### config.mk
export PLATFORM = sky130hd
export DESIGN_NAME = prstb_fifo
export DESIGN_NICKNAME = d
export VERILOG_FILES = /design/src/hw/rtl/prstb_pkg.sv /design/src/hw/rtl/prstb_fifo.sv
export SDC_FILE = /design/constraint.sdc
export NUM_CORES = 1
export LEC_CHECK = 0
export BUFFER_PORTS_ARGS = -buffer_cell sky130_fd_sc_hd__buf_2
export CORE_MARGIN = 8
export CORE_UTILIZATION = 52
export CTS_CLUSTER_SIZE = 30
export DETAILED_ROUTE_END_ITERATION = 8
export GPL_ROUTABILITY_DRIVEN = 0
export PLACE_DENSITY = 0.73
export SYNTH_ARGS = -nofsm -noshare
export SYNTH_HDL_FRONTEND = slang
export SYNTH_SLANG_ARGS = --single-unit
### constraint.sdc
create_clock -name clk -period 2.4 [get_ports clk]
set_input_delay 0.36 -clock clk [delete_from_list [all_inputs] [get_ports clk]]
set_output_delay 0.36 -clock clk [all_outputs]
set_load 0.05 [all_outputs]
### src/hw/rtl/prstb_pkg.sv
package prstb_pkg;

    // Coordinate and trig word types
    typedef logic signed [31:0] coord_t;
    typedef logic signed [17:0] trig_t;

    // Configuration register indexes
    localparam logic [3:0] CFG_CENTER_X = 4'd0;
    localparam logic [3:0] CFG_CENTER_Y = 4'd1;
    localparam logic [3:0] CFG_COS      = 4'd2;
    localparam logic [3:0] CFG_SIN      = 4'd3;
    localparam logic [3:0] CFG_SCALE_X  = 4'd4;
    localparam logic [3:0] CFG_SCALE_Y  = 4'd5;
    localparam logic [3:0] CFG_POS_X    = 4'd6;
    localparam logic [3:0] CFG_POS_Y    = 4'd7;

    // Saturation bounds, widened to the largest intermediate
    localparam logic signed [47:0] SAT_MAX = 48'sh0000_7FFF_FFFF;
    localparam logic signed [47:0] SAT_MIN = 48'shFFFF_8000_0000;

    // Rotation settings used by the front end
    typedef struct packed {
        coord_t center_x;
        coord_t center_y;
        trig_t  cos_angle;
        trig_t  sin_angle;
    } front_cfg_t;

    // Scale and offset settings used by the back end
    typedef struct packed {
        coord_t scale_x;
        coord_t scale_y;
        coord_t pos_x;
        coord_t pos_y;
    } back_cfg_t;

    // Rotated point queued between front and back
    typedef struct packed {
        logic   frame_start;
        coord_t rot_y;
        coord_t rot_x;
    } rot_word_t;

    // Clamp a signed value to the 32-bit coordinate range
    function automatic coord_t sat32(input logic signed [47:0] v);
        coord_t r;
        if (v > SAT_MAX)
        begin
            r = 32'sh7FFF_FFFF;
        end
        else if (v < SAT_MIN)
        begin
            r = 32'sh8000_0000;
        end
        else
        begin
            r = v[31:0];
        end
        return r;
    endfunction

endpackage

### src/hw/rtl/prstb_fifo.sv
module prstb_fifo #(
    parameter int DEPTH = 4
) (
    input  logic                 clk,
    input  logic                 rst_n,
    input  logic                 push_valid,
    output logic                 push_ready,
    input  prstb_pkg::rot_word_t push_word,
    output logic                 pop_valid,
    input  logic                 pop_ready,
    output prstb_pkg::rot_word_t pop_word
);
    import prstb_pkg::*;

    localparam int PtrW = (DEPTH > 1) ? $clog2(DEPTH) : 1;
    localparam int CntW = $clog2(DEPTH + 1);

    rot_word_t         mem [DEPTH];
    logic [PtrW-1:0]   wr_ptr_reg, wr_ptr_next;
    logic [PtrW-1:0]   rd_ptr_reg, rd_ptr_next;
    logic [CntW-1:0]   count_reg, count_next;
    logic              do_push, do_pop;

    assign push_ready = (count_reg != CntW'(DEPTH));
    assign pop_valid  = (count_reg != '0);
    assign do_push    = push_valid && push_ready;
    assign do_pop     = pop_valid && pop_ready;
    assign pop_word   = mem[rd_ptr_reg];

    // Pointer and fill tracking
    always_comb
    begin
        wr_ptr_next = wr_ptr_reg;
        rd_ptr_next = rd_ptr_reg;
        count_next  = count_reg;
        if (do_push)
        begin
            wr_ptr_next = (wr_ptr_reg == PtrW'(DEPTH - 1)) ? '0 : wr_ptr_reg + 1'b1;
        end
        if (do_pop)
        begin
            rd_ptr_next = (rd_ptr_reg == PtrW'(DEPTH - 1)) ? '0 : rd_ptr_reg + 1'b1;
        end
        unique case ({do_push, do_pop})
            2'b10:   count_next = count_reg + 1'b1;
            2'b01:   count_next = count_reg - 1'b1;
            default: count_next = count_reg;
        endcase
    end

    always_ff @(posedge clk or negedge rst_n)
    begin
        if (!rst_n)
        begin
            wr_ptr_reg <= '0;
            rd_ptr_reg <= '0;
            count_reg  <= '0;
        end
        else
        begin
            wr_ptr_reg <= wr_ptr_next;
            rd_ptr_reg <= rd_ptr_next;
            count_reg  <= count_next;
        end
    end

    // Storage
    always_ff @(posedge clk)
    begin
        if (do_push)
        begin
            mem[wr_ptr_reg] <= push_word;
        end
    end

endmodule

# Word level (Yosys, flattened, before mapping)
# Memory sizes are Yosys's and may differ from the RTL's.
# Cells that the tools add are included.
word_totals:
  reg_bits: 7
  ram_bits: 260
  inputBits: 69
  word_cells: 22
  memories: 1
mem_list:
  columns: ["name", "depth", "width", "read_ports", "rd_clocked_by_memory_dff", "write_ports", "line_no", "source"]
  rows:
  - ["mem", 4, 65, 1, 0, 1, "prstb_fifo.sv:18", "rot_word_t mem [DEPTH];"]
op_classes:
  n_addsub: 4
  eq_ne: 5
  n_mux: 5
  reduce_logical: 4
ops:
  columns: ["op", "n"]
  rows:
  - ["== test 2 bit (second input constant)", 3]
  - ["one-hot mux 3 bit (2 select lines)", 1]
  - ["adder 2 x 1 -> 2 bit (second input constant)", 2]
  - ["2-to-1 mux 2 bit", 2]
  - ["adder 3 x 1 -> 3 bit (second input constant)", 1]
  - ["inequality test 3 bit (second input constant)", 1]
  - ["nonzero test 3 bit", 1]
  - ["subtractor 3 x 1 -> 3 bit (second input constant)", 1]
  - ["== test 2 x 1 -> 1 bit (second input constant)", 1]
  - ["logical AND 1 bit", 2]
  - ["2-to-1 mux 1 bit", 2]
  - ["nonzero test 2 bit", 1]

# Longest topological paths before layout
logic_depth:
  ltp_word: 4
  mapped_depth: 9
  mapped_depth_nobuf: 9

# Least setup slack after synthesis
# Ideal clock, no wire load.
synth_path:
  path_type: "register -> register"
  from: "register count_reg[0]"
  to: "register count_reg[2]"
  setup_time_ns: 0.079
  t_arrival_ns: 2.111
  t_required_ns: 2.321
  slack_ns: 0.210
  stages_incl_launch_ff: 10
  n_path_buf: 0
  path_cell_list: "dfrtp_1 -> or3b_4 -> and2_4 -> inv_1 -> ha_1 -> inv_1 -> fa_1 -> xor2_1 -> nor2_1 -> xor2_1"
synth_via:
  elab_chain_len: 4
  elab_cells_between_ends: 10
  classes_between: "add/sub (2); eq/ne (3); mux (1); reduce/logical (4)"
synth_rtl:
  columns: ["element", "line_no", "source"]
  rows:
  - ["start: declaration", "prstb_fifo.sv:21", "logic [CntW-1:0] count_reg, count_next;"]
  - ["start signal: assignment", "prstb_fifo.sv:63", "count_reg <= count_next;"]
  - ["inequality test 3 bit *", "prstb_fifo.sv:24", "assign push_ready = (count_reg != CntW'(DEPTH));"]
  - ["net push_ready", "prstb_fifo.sv:7", "output logic push_ready,"]
  - ["logical AND 1 bit *", "prstb_fifo.sv:26", "assign do_push = push_valid && push_ready;"]
  - ["== test 2 x 1 -> 1 bit / == test 2 bit (equally long branches)", "prstb_fifo.sv:44", "unique case ({do_push, do_pop})"]
  - ["one-hot mux 3 bit (2 select lines) / nonzero test 2 bit (equally long branches)", null, null]
# Mark *: on every way through the listed nets, which the timed path passes. The rest lies on a longest branch.
# A chain may end at the register's enable or synchronous reset.

==> impl_metrics.yaml <==
layout:
  fin_cells: 810
  nFillCells: 1205
  drive_above_1_share_pct: 47.8
  syn_to_final_growth_pct: 24.9
  layout.nets: 633
  largest_register_ffs: 260
worst_setup_path:
  required_ps: 2040
  r2r-start: "count_reg[1]"
  cp_top_family: "buffers and inverters"
  crit_arrival_ps: 2000
  slowest_delay_ps: 520
  worstSetupStartpointType: "flip-flop"
  critical_path_buf_inv_count: 3
  crit_path_cell_trace: "buf_12 -> buf_16 -> mux4_2 -> buf_2"
  path_class: "reg2out"
  end_kind: "output pin"
  reg2reg_depth: 9
  critPathSlowestCell: "mux4_2"
  reg2reg_to: "count_reg[2]"
  ff2ff_setup_slack_ps: 120
  path_max_fanout: 8
drt:
  vias: 4504
  wl_per_cell_um: 23.3
  drt_iter0_drc: 218
  routed_via_density: 5.56
  drcViolationCount: 0
  drt-total-wl_um: 18800
  first_pass_iters: 4
  ant_nets: 0
clock_tree:
  cts_max_level: 1
  cts_tree: "built"
  clockBufferDepth: 3
  clk_pin_slew_ps: 60
  root_buffer: "clkbuf_16"
  cts_made_buffers: 28
  clkSinkCount: 267
  clkLatencyLatePin_ps: 510
synth:
  synth_ff_type: "edfxtp_1"
  ys_top_cells_by_count: "edfxtp_1 (260), mux4_2 (65), dfrtp_1 (7), inv_1 (7)"
  post_synth_num_cell_types: 21
  synth_warnings: 0
  synth_edf_count: 260
  synth_top_cell_by_area: "edfxtp_1"
  synthCells: 380
  syn-num-nets: 456
  synth_top_area_share_pct: 79.4
  synth-seq-cells: 267
  synth-async-reset-ratio_pct: 2.62
  ys_seq_area_share_pct: 81.2
  avgSynthCellArea_um2: 25.9
  syn_area_mm2: 0.00983
  synthTopCellsByArea: "edfxtp_1 (79%), mux4_2 (15%), dfrtp_1 (1.8%)"
  synth_most_common_cell: "edfxtp_1"
grt:
  grt_first_pass_wirelength_um: 27500
  track_usage_pct: 15.1
  grt_overflow: 0
  met1_usage_pct: 19.2
  grt_pass1_vias: 4833
  use_met2_pct: 25.0
  grt_busiest_layer: "met2"
  use_met3_pct: 4.88
  grt_antenna_before_repair: 5
  grt_max_degree: 40
hold_path:
  hold_path_depth: 1
  holdCritPathClass: "in2reg"
  hp-start: "push_word[12]"
  hold_end: "mem[1][12]"
sta:
  hold_ws_ps: 56.4
  min_period_ps: 2360
  fin_skew_ps: 6.43
  clock.fmax_mhz: 423
  setup_tns_ps: 0
  finalHoldViolCount: 0
  rsz0062_at_grt: "true"
  setup_violations: 0
  fin_crit_sh_pct: 98.4
  slew_headroom_pct: 64.7
  drv_slew: 0
  layout_setup_ws_ps: 38.7
  worst_pin_slew_ps: 530
floorplanning:
  io_pins: 136
  die_area_mm2: 0.0236
  floorplan.core_area_mm2: 0.0186
  die_x_um: 154
  start_util_pct: 52.8
  rows: 50
  die_h_um: 154
placement:
  io_buffers: 135
  dp_cells: 747
  dp_hpwl_um: 11000
  pre_cts_ws_ps: 116
run:
  drv_cap: 0
outcome:
  outcome: "finished, final reports clean"
power_and_ir_drop:
  p_per_area_mw_per_mm2: 1490
  irDropWorstVdd_uv: 1100
  power_leakage_nw: 4.28
[placed cells by master (no fill, tap or decap), drive strengths merged]
cell,n
edfxtp,260
or3b,1
diode,1
xnor2,1
clkbuf,39
and2,1
xor2,2
nand2,1
buf,157
mux2i,1
dlygate4sd3,1
clkinvlp,1
clkinv,11
dfrtp,7
ha,6
or3,1
mux4,65
fa,1
nor2,3
inv,8
and3,4
mux2,4
[per-stage QoR]
step | total power, mW | utilization [%] | instance area [um2]
after floorplan | 11.6 | - | 9830
after global placement | 13.1 | 58.4 | 10900
after detailed placement | 13.3 | 58.4 | 10900
after CTS | 17.7 | 64.2 | 12000
after global routing | 19.0 | 65.9 | 12300
final | 18.3 | 65.9 | 12300
[report_power, final]
group          leakage (nW)  internal [mW]  total, mW  switching [mW]
clock                 0.397           2.19       3.79            1.60
combinational          1.42           3.16       8.06            4.90
sequential             2.46           6.17       6.41           0.243
total                  4.28           11.5       18.3            6.74
[timing repair]
item	4_1_cts	5_1_grt
setup buffers	2	4
endpoints found under the setup margin	55	66
gates resized for setup	73	71
cloned	0	7
hold endpoints to repair	7	0
pin swaps	0	3
hold buffers	1	0
[metal layers]
metal  share of wire, %  wire, um
met2                 50      9350
met5               0.27        51
met1                 42      7990
met4                1.0       195
met3                6.7      1260
[area by class of cell]
class	count	area (um2)	share of cell area (%)
Clock buffer	35	748	6.09
Clock inverter	13	65.1	0.530
Inverter	7	26.3	0.214
Tap cell	234	293	2.38
Sequential cell	267	7990	65.0
Timing Repair Buffer	162	1420	11.6
Multi-Input combinational cell	91	1740	14.1
Antenna cell	1	2.50	0.0204
[how the worst max path moves through the flow]
stage	start	endpoint	slack [ps]	cells after the start
2_1_floorplan	count_reg[0]	count_reg[2]	210	9
3_3_place_gp	count_reg[0]	count_reg[2]	240	9
3_5_place_dp	count_reg[0]	count_reg[2]	120	9
4_1_cts	rd_ptr_reg[0]	pop_word[15]	-60	3
5_1_grt	rd_ptr_reg[0]	pop_word[11]	-10	4
6_report	rd_ptr_reg[0]	pop_word[11]	40	4
[cell families after synthesis]
logic type	Yosys count	synth area share, %
buffers and inverters	22	1.34
XOR/XNOR	3	0.267
multiplexers	70	15.5
AND/OR/NAND/NOR	11	0.738
flip-flops	267	81.2
adder cells (fa/ha/maj)	7	0.967
No activity file was read; power rests on OpenSTA's default activity.
